===== src/rtl/mac_ipb_pkg.sv =====
// shared types and constants for the mac/ip binding table
// no dependencies
package mac_ipb_pkg;

  localparam int unsigned TableEntries   = 32;
  localparam int unsigned TicksPerSecond = 100;
  localparam int unsigned SlotW          = $clog2(TableEntries);
  localparam logic [31:0] LifetimeReset  = 32'd600;

  typedef enum logic [1:0] {
    REQ_LEARN   = 2'd0,
    REQ_BY_IP   = 2'd1,
    REQ_BY_MAC  = 2'd2,
    REQ_FLUSH   = 2'd3
  } req_t;

  typedef enum logic [2:0] {
    ST_MISS      = 3'd0,
    ST_HIT       = 3'd1,
    ST_INSERTED  = 3'd2,
    ST_REFRESHED = 3'd3,
    ST_FULL      = 3'd4,
    ST_FLUSHED   = 3'd5
  } status_t;

  // controller to datapath
  typedef struct packed {
    logic capture;   // latch the request
    logic scan_rd;   // issue memory read at scan index
    logic scan_eval; // evaluate read data of previous index
    logic finish;    // apply write and form result
  } dp_cmd_t;

  // datapath to controller
  typedef struct packed {
    logic scan_last; // last read address issued
  } dp_sts_t;

endpackage


===== src/rtl/mac_ipb_ctrl.sv =====
// sequencing state machine for one request
// depends on mac_ipb_pkg
module mac_ipb_ctrl (
  input  logic                 clk,
  input  logic                 rst_n,
  input  logic                 in_valid,
  output logic                 in_ready,
  output logic                 out_valid,
  input  logic                 out_ready,
  output mac_ipb_pkg::dp_cmd_t cmd,
  input  mac_ipb_pkg::dp_sts_t sts
);

  typedef enum logic [4:0] {
    S_IDLE = 5'b00001,
    S_SCAN = 5'b00010,
    S_TAIL = 5'b00100,
    S_FIN  = 5'b01000,
    S_OUT  = 5'b10000
  } state_t;

  state_t state_r, state_nxt;
  logic   first_r, first_nxt;

  always_comb begin
    state_nxt = state_r;
    first_nxt = first_r;
    cmd       = '0;
    in_ready  = 1'b0;
    out_valid = 1'b0;
    unique case (state_r)
      S_IDLE: begin
        in_ready = 1'b1;
        if (in_valid) begin
          cmd.capture = 1'b1;
          state_nxt   = S_SCAN;
          first_nxt   = 1'b1;
        end
      end
      S_SCAN: begin
        cmd.scan_rd   = 1'b1;
        cmd.scan_eval = !first_r;
        first_nxt     = 1'b0;
        if (sts.scan_last) state_nxt = S_TAIL;
      end
      S_TAIL: begin
        cmd.scan_eval = 1'b1;
        state_nxt     = S_FIN;
      end
      S_FIN: begin
        cmd.finish = 1'b1;
        state_nxt  = S_OUT;
      end
      S_OUT: begin
        out_valid = 1'b1;
        if (out_ready) state_nxt = S_IDLE;
      end
      default: state_nxt = S_IDLE;
    endcase
  end

  always_ff @(posedge clk) begin
    if (!rst_n) begin
      state_r <= S_IDLE;
      first_r <= 1'b0;
    end else begin
      state_r <= state_nxt;
      first_r <= first_nxt;
    end
  end

endmodule


===== config.mk =====
export PLATFORM = sky130hd
export DESIGN_NAME = mac_ipb_ctrl
export DESIGN_NICKNAME = d
export VERILOG_FILES = /design/src/rtl/mac_ipb_pkg.sv /design/src/rtl/mac_ipb_ctrl.sv
export SDC_FILE = /design/constraint.sdc
export NUM_CORES = 1
export LEC_CHECK = 0
export ABC_AREA = 1
export CAP_MARGIN = 20
export CORE_MARGIN = 2
export CORE_UTILIZATION = 26
export DETAILED_ROUTE_END_ITERATION = 10
export DONT_BUFFER_PORTS = 1
export PLACE_DENSITY = 0.45
export SETUP_SLACK_MARGIN = 0.02
export SLEW_MARGIN = 10
export SYNTH_ARGS = -nofsm -noshare
export SYNTH_HDL_FRONTEND = slang
export SYNTH_SLANG_ARGS = --single-unit
export TNS_END_PERCENT = 100

===== constraint.sdc =====
create_clock -name clk -period 1.2 [get_ports clk]
set_input_delay 0.06 -clock clk [delete_from_list [all_inputs] [get_ports clk]]
set_output_delay 0.06 -clock clk [all_outputs]
set_load 0.01 [all_outputs]

==> summary by stage, run 1 <==
Setup path
The start-to-end type of the worst setup path is flop to output pin. Data on the critical path arrives at its endpoint at 1.14 ns. The cell with the largest stage delay on the worst path is sky130_fd_sc_hd__dfxtp_2. The maximum cell stage delay along the critical path is 0.34 ns. In this run the worst path has a maximum fanout of 6. The worst setup path is captured at an output pin. Walking the worst path, the cells encountered are inv_1 > nor2_2 > nand3_4 > o21ai_2 > buf_4. The number of buffer and inverter instances along the worst setup path is 2.

The critical path launch point type is a flop. The top cell family by delay on the critical path is flip-flops. The required time reported for the critical path endpoint is 1.14 ns.

Layout
After the flow finishes, the layout carries non-filler instances totaling 75. The layout overhead on the synthesized area is 30.1%. In the layout the commonest cells are 8 x sky130_fd_sc_hd__inv_1, 8 x sky130_fd_sc_hd__nand2_1, 6 x sky130_fd_sc_hd__nor2_2. Of the cells placed in the final design, the portion with a size suffix greater than 1 is 41.7%. The final layout contains 67 nets. The post-layout utilization of the core is 35.3%. The antenna cell count is 0.

Timing
The worst-case setup margin in the final layout is 0.00344 ns. Setup violations remaining at the end of the flow were counted as 0. The worst setup skew after layout is 0.000254 ns. The final cycle utilization of the critical path is 99.7%. Subtracting the final worst setup slack from the clock period gives 1.20 ns. In this run the tightest slew margin relative to its limit is 86.3%. Setup repair after global routing could not meet its margin everywhere.

The count of final hold-check violations was 0. The max-slew violation count is 0. The measured slew at the worst slew-check pin is 0.205 ns. The fmax is 836 MHz.

Synth
After technology mapping, the gate count stands at 53. The number of distinct library cells after synthesis is 15. The post-synthesis share of cell area spent on and, or, nand and nor gates is 42.7%.

Of the total synthesized cell area, the portion taken by full adders, half adders and majority gates is 0%. After synthesis, the largest family of logic cells by area is simple AND/OR/NAND/NOR gates. Of the total synthesized cell area, the portion taken by XOR and XNOR cells is 0%. The cell type with the highest aggregate area in the netlist is sky130_fd_sc_hd__dfxtp_1. By area the synthesized netlist is led by sky130_fd_sc_hd__dfxtp_1 34%, sky130_fd_sc_hd__inv_1 13%, sky130_fd_sc_hd__nor2_1 9.7%.

The per-instance average area after synthesis is 6.59 um^2. The number of flip-flops and latches in the synthesized netlist is 6. The Yosys step of the flow raised 0 warnings. The number of nets in the synthesized netlist is 58. After synthesis the cells add up to 349 um^2. The area share of the largest cell type after synthesis is 34.4%. Measured against the total synthesized area, the mux share comes to 0%. After synthesis, flip-flops and latches occupy 34.4% of the total area. The synthesized netlist devotes 6.81% of its cell area to compound gates.

Clock network
The clock tree from TritonCTS is done. The clock sink total is 6. In this run, CTS created clock tree buffers numbering 3. In this run the number of H-tree levels came out at 1. The clock reaches the later pin of the worst-skew pair after 0.24 ns. The clock-pin slew on the worst setup and hold paths is 0.04 ns. The maximum clock insertion buffer count is 2.

The cell at the root of the clock tree is sky130_fd_sc_hd__clkbuf_4.

Die
The starting utilization of the core area is 27.2%. The die area is 1650 um^2. The die extent in y is 40.6 um. The top-level port count is 11. The x dimension of the die is 40.6 um.

The placeable core region is 1280 um^2. The floorplan has 13 rows.

Detailed routing
Wires add up to 743 um. The routed layout has 333 vias. The post-route DRC violation count is 0. The routed wirelength normalized by instance count is 9.91 um.

The number of nets with antenna violations after detailed routing is 0. The violation count after the first detailed-route iteration is 0. The via count normalized by instance count is 4.44. For this run, the detailed router's first-pass iteration total came to 1.

GRT
The wire length of the first global-routing pass is 1.32 mm. The number of global-route vias before repair is 321. The largest net degree at the start of global routing is 8.

The total overflow reported by the global router is 0. The initial antenna violation count was 0. For this run, the total global-route usage over all layers was measured as 13.0%.

Placed design
Summed over all nets, the half-perimeter wirelength after detailed placement is 581 um. Counting tap cells, the placed design contains a total of 68 instances. The final estimated routing congestion in global placement is 0.682.

The pre-CTS setup slack is 0.0792 ns. The number of buffers inserted by port buffering is 0.

Flow run
The max-capacitance violation count is 0.

Power and ir drop
For this design the ratio of total power to cell area is 1450 nW/um^2. The design draws 658 uW. For this design the static power due to leakage is 0.242 nW.

IR analysis of the VDD net gives a maximum drop of 0.000403 V.

Run status
The flow ran to the end, and the final reports show no timing, DRC or antenna violations.

Hold path
The path class of the lowest-slack min-delay path is primary input to flop.
[routing by layer]
layer | GRT usage [%] | routed length (um) | share of wire (%) | vias up
li1 | - | - | - | 178
met3 | 3.26 | 47 | 6.3 | 4
met4 | 12.5 | 31 | 4.2 | 0
met5 | 0 | 0 | 0 | -
met2 | 19.4 | 343 | 46 | 10
met1 | 14.8 | 320 | 43 | 141
[synth_stat cells]
| master | n |
|---|---|
| sky130_fd_sc_hd__inv_1 | 12 |
| sky130_fd_sc_hd__dfxtp_1 | 6 |
| sky130_fd_sc_hd__a21oi_2 | 1 |
| sky130_fd_sc_hd__nand4_2 | 1 |
| sky130_fd_sc_hd__nand4_1 | 3 |
| sky130_fd_sc_hd__nand3_2 | 1 |
| sky130_fd_sc_hd__nor2_2 | 2 |
| sky130_fd_sc_hd__buf_4 | 1 |
| sky130_fd_sc_hd__nor2_4 | 1 |
| sky130_fd_sc_hd__a21oi_1 | 2 |
| sky130_fd_sc_hd__nand2_1 | 8 |
| sky130_fd_sc_hd__o21ai_0 | 1 |
| sky130_fd_sc_hd__nand3_1 | 4 |
| sky130_fd_sc_hd__inv_2 | 1 |
| sky130_fd_sc_hd__nor2_1 | 9 |
[worst register-to-register path, stage by stage, from the launching register on]
cell and delay (ns):
sky130_fd_sc_hd__dfxtp_2 0.32, sky130_fd_sc_hd__nor2_4 0.18, sky130_fd_sc_hd__buf_4 0.15, sky130_fd_sc_hd__nand4_2 0.13, sky130_fd_sc_hd__nand2_1 0.12, sky130_fd_sc_hd__nor2_2 0.04
sky130_fd_sc_hd__nand2_1 0.05, sky130_fd_sc_hd__nand2_1 0.04
[cells by family (layout without fill, tap and decap cells)]
family	count (synthesis)	count (layout)
simple gates	29	29
buf+inv	14	21
flops	6	6
compound gates	4	4
[through the flow]
step	area, um^2	hold WS (ns)	TNS [ns]
finish	454	0.00664	0
global route	454	0.0271	-0.232
CTS	440	0.00336	-0.0209
detailed placement	368	0.207	0
global placement	368	0.206	0
floorplan	349	0.195	0
[layout make-up]
class / instances / area [um^2]
Timing Repair Buffer: 5 / 46.3
Inverter: 13 / 48.8
Fill cell: 138 / 831
Sequential cell: 6 / 124
Tap cell: 15 / 18.8
Multi-Input combinational cell: 33 / 194
Clock buffer: 3 / 22.5
[state kept, by name, indices dropped and copies added (netlist names)]
signal / cells
state_r: 5
first_r: 1
[path summary, 6_finish.rpt]
kind,slack [ns],endpoint,cells after the start,startpoint
setup / recovery,0.003,cmd[1],5,state_r[1]
hold / removal,0.007,state_r[1],2,rst_n
setup reg to reg,0.08,state_r[0],7,state_r[2]
hold reg to reg,0.51,first_r,2,first_r
[what timing repair did]
item                       CTS  global route
buffers inserted             2             0
hold buffers                 2             0
hold endpoints to repair     3             0
gates cloned                 0             0
gates resized for setup      8             7
setup endpoints to repair    3             8
pin swaps                    2             2
[where the power goes]
| part | switching [mW] | internal [mW] | total [mW] |
|---|---|---|---|
| logic | 0.134 | 0.0900 | 0.224 |
| registers | 0.0228 | 0.227 | 0.250 |
| clock network | 0.0702 | 0.113 | 0.183 |
| total | 0.227 | 0.430 | 0.658 |
Note: power is estimated with default switching activity, not from simulation.
==> run 2, diff against run 1 <==
- CELL_PAD_IN_SITES_DETAIL_PLACEMENT: default -> 0
- CELL_PAD_IN_SITES_GLOBAL_PLACEMENT: default -> 1
- GPL_ROUTABILITY_DRIVEN: default -> 1
- PLACE_DENSITY: 0.45 -> 0.58
==> run 2 against run 1 <==
Critical path type unchanged. Sequential share of layout area shrank 2.2 points. Critical path depth down 1. Sequential cell count unchanged. Global-route usage rose by 1.1 points. Cell count is 4.0% higher. Count of clock-buffer cells in the layout did not move.
==> summary by stage, run 2 (synthesized netlist as in run 1, its figures left out) <==
Setup path
The last element of the critical path is cmd[3] (was cmd[1]). The source of the critical timing path is state_r[2] (was state_r[1]). Series of cell instances along the critical path: nor2_4 > buf_4 > nand4_1 > inv_2 (was inv_1 > nor2_2 > nand3_4 > o21ai_2 > buf_4).

The worst-case register-to-register setup slack is 0.08 ns (about the same). The total stage count of the critical path is 4 (was 5). The maximum cell stage delay along the critical path is 0.33 ns (was 0.34 ns). The top cell family by delay on the critical path was flip-flops (unchanged). The logic depth of the worst register-to-register path is 7 (unchanged). The cell with the largest stage delay on the worst path was sky130_fd_sc_hd__dfxtp_2 (unchanged). The number of buffer and inverter instances along the worst setup path came to 2 (unchanged). The required time reported for the critical path endpoint was 1.14 ns (about the same). The kind of end point of the critical path is an output pin (unchanged).

The capture instance of the worst register-to-register path is state_r[0] (unchanged). The start-to-end type of the worst setup path is flop to output pin (unchanged). The reg-to-reg startpoint was state_r[2] (unchanged). The maximum fanout encountered on the critical timing path was 4 (was 6). The signal arrival time at the worst endpoint is 1.14 ns (about the same). The critical path launch point type is a flop (unchanged).

Die
The placement row count is 13 (unchanged). The x dimension of the die is 40.6 um (unchanged). The starting utilization of the core area was 27.2% (unchanged).

The placeable core region came to 1280 um^2 (unchanged). The die area is 1650 um^2 (unchanged). The die extent in y came to 40.6 um (unchanged). The top-level port count came to 11 (unchanged).

Placed design
The half-perimeter wire length after detailed placement is 575 um (was 581 um). The area after detailed placement is 383 um^2 (was 368 um^2). The total instance count after detailed placement is 70 (was 68). The final estimated routing congestion in global placement is 0.679 (was 0.682). The number of buffers inserted by port buffering was 0 (unchanged).

GRT
The number of global-route vias before repair is 345 (was 321). The total overflow reported by the global router came to 0 (unchanged). The initial antenna violation count is 0 (unchanged).

The overall fraction of global-route tracks in use is 14.1% (was 13.0%). The wire length of the first global-routing pass is 1.41 mm (was 1.32 mm). The largest net degree at the start of global routing is 7 (was 8).

Clock network
The clock-pin slew on the worst setup and hold paths is 0.05 ns (was 0.04 ns). The clock sink total was 6 (unchanged). The clock network latency to the later pin of the worst-skew pair is 0.25 ns (was 0.24 ns).

The TritonCTS buffer count came to 3 (unchanged). The cell at the root of the clock tree was sky130_fd_sc_hd__clkbuf_4 (unchanged). The count of H-tree levels built during CTS is 1 (unchanged). The clock tree from TritonCTS is done (unchanged). The maximum clock insertion buffer count is 2 (unchanged).

Timing
The final cycle utilization of the critical path was 99.8% (was 99.7%). The count of final hold-check violations came to 0 (unchanged). The shortest period the worst path allows is 1.20 ns (about the same). The relative max-transition margin came to 88.2% (was 86.3%). The worst setup skew after layout is 0.00156 ns (was 0.000254 ns). The fmax was 835 MHz (was 836 MHz). The max-slew violation count was 0 (unchanged). The measured slew at the worst slew-check pin is 0.176 ns (was 0.205 ns). Setup repair after global routing missed its margin: true (unchanged).

The final setup violation count came to 0 (unchanged). The final sum of negative setup slack came to 0 ns (unchanged).

Detailed routing
The number of nets with antenna violations after detailed routing is 0 (unchanged). The post-route DRC violation count came to 0 (unchanged). The total wirelength of the detailed-routed design is 864 um (was 743 um).

The routed wirelength normalized by instance count is 11.1 um (was 9.91 um). The total iterations of the first detailed-routing run is 4 (was 1). The violation count after the first detailed-route iteration is 4 (was 0).

The via count normalized by instance count is 4.53 (was 4.44). The number of vias in the routed layout came to 353 (was 333).

Layout
The share of cells above drive strength 1 is 49.2% (was 41.7%). The post-layout instance count excluding filler cells is 78 (was 75). The register name with the most flops is state_r (unchanged). The antenna cell count is 0 (unchanged). The cell area after layout is 509 um^2 (was 454 um^2). The number of fill cells was 146 (was 138).

The final net count is 70 (was 67). The layout overhead on the synthesized area is 45.9% (was 30.1%). Leading cell types in the layout, fill and taps excluded: 8 x sky130_fd_sc_hd__nand2_1, 7 x sky130_fd_sc_hd__inv_1, 6 x sky130_fd_sc_hd__inv_2 (was 8 x sky130_fd_sc_hd__inv_1, 8 x sky130_fd_sc_hd__nand2_1, 6 x sky130_fd_sc_hd__nor2_2). The number of flip-flops under the largest register name is 5 (unchanged). The post-layout utilization of the core is 39.6% (was 35.3%). Registers with the most flip-flops: state_r: 5 flops, first_r: 1 flops (unchanged). Leaving out fill and tap cells, the most frequent cell in the layout is sky130_fd_sc_hd__nand2_1.

Power and ir drop
The largest vdd supply drop is 0.000486 V (was 0.000403 V). The leakage power figure is 0.265 nW (was 0.242 nW). The power per unit of standard cell area was 1390 nW/um^2 (was 1450 nW/um^2). The total power was 707 uW (was 658 uW).

Hold path
The path class of the lowest-slack min-delay path is primary input to flop (unchanged).

Flow run
The max-capacitance violation count is 0 (unchanged).

Run status
Result of the run: finished clean (unchanged).
[run 2: per-stage QoR]
step	hold slack, ns	worst slack [ns]
final	0.0883	0.00271
after global routing	0.111	-0.0484
after CTS	0.0825	-0.00641
after detailed placement	0.207	0.0523
after global placement	0.207	0.0663
after floorplan	0.195	0.201
[run 2: how the worst min path moves through the flow]
stage	endpoint	cells after the start	start	slack, ns
after floorplan	state_r[2]	2	rst_n	0.19
after global placement	state_r[2]	2	rst_n	0.21
after detailed placement	state_r[2]	2	rst_n	0.21
after CTS	state_r[4]	3	out_ready	0.08
after global routing	state_r[4]	3	out_ready	0.11
final	state_r[4]	3	out_ready	0.09
[run 2: worst register-to-register path, stage by stage (launching register included)]
cell                      delay [ns]
sky130_fd_sc_hd__dfxtp_2        0.33
sky130_fd_sc_hd__nor2_4         0.16
sky130_fd_sc_hd__buf_4          0.14
sky130_fd_sc_hd__nand4_1        0.16
sky130_fd_sc_hd__nand2_1        0.10
sky130_fd_sc_hd__nor2_1         0.04
sky130_fd_sc_hd__nand2_1        0.05
sky130_fd_sc_hd__nand2_1        0.04
[run 2: power by group]
part | internal (mW) | switching, mW
clock network | 0.113 | 0.0745
registers | 0.230 | 0.0317
logic | 0.109 | 0.149
total | 0.452 | 0.255
[run 2: what timing repair did]
item / in CTS / in global routing
pin swaps: 5 / 4
hold endpoints to repair: 3 / 0
buffers inserted: 3 / 0
hold buffers: 2 / 0
resized for setup: 14 / 7
endpoints found under the setup margin: 5 / 9
[run 2: routing by layer]
| layer | track usage [%] | vias to the layer above | share of wire (%) |
|---|---|---|---|
| li1 | - | 186 | - |
| met3 | 1.63 | 4 | 2.2 |
| met5 | 0 | - | 0 |
| met2 | 21.8 | 11 | 48 |
| met4 | 17.5 | 0 | 4.2 |
| met1 | 14.9 | 152 | 45 |
[run 2: final cells by class]
cell class                 count  area, um^2  share of cell area (%)
multi-input combinational     33         214                    42.0
inverter                      13        48.8                    9.58
timing repair buffer           8        77.6                    15.2
clock buffer                   3        22.5                    4.42
tap                           15        18.8                    3.69
sequential                     6         128                    25.1
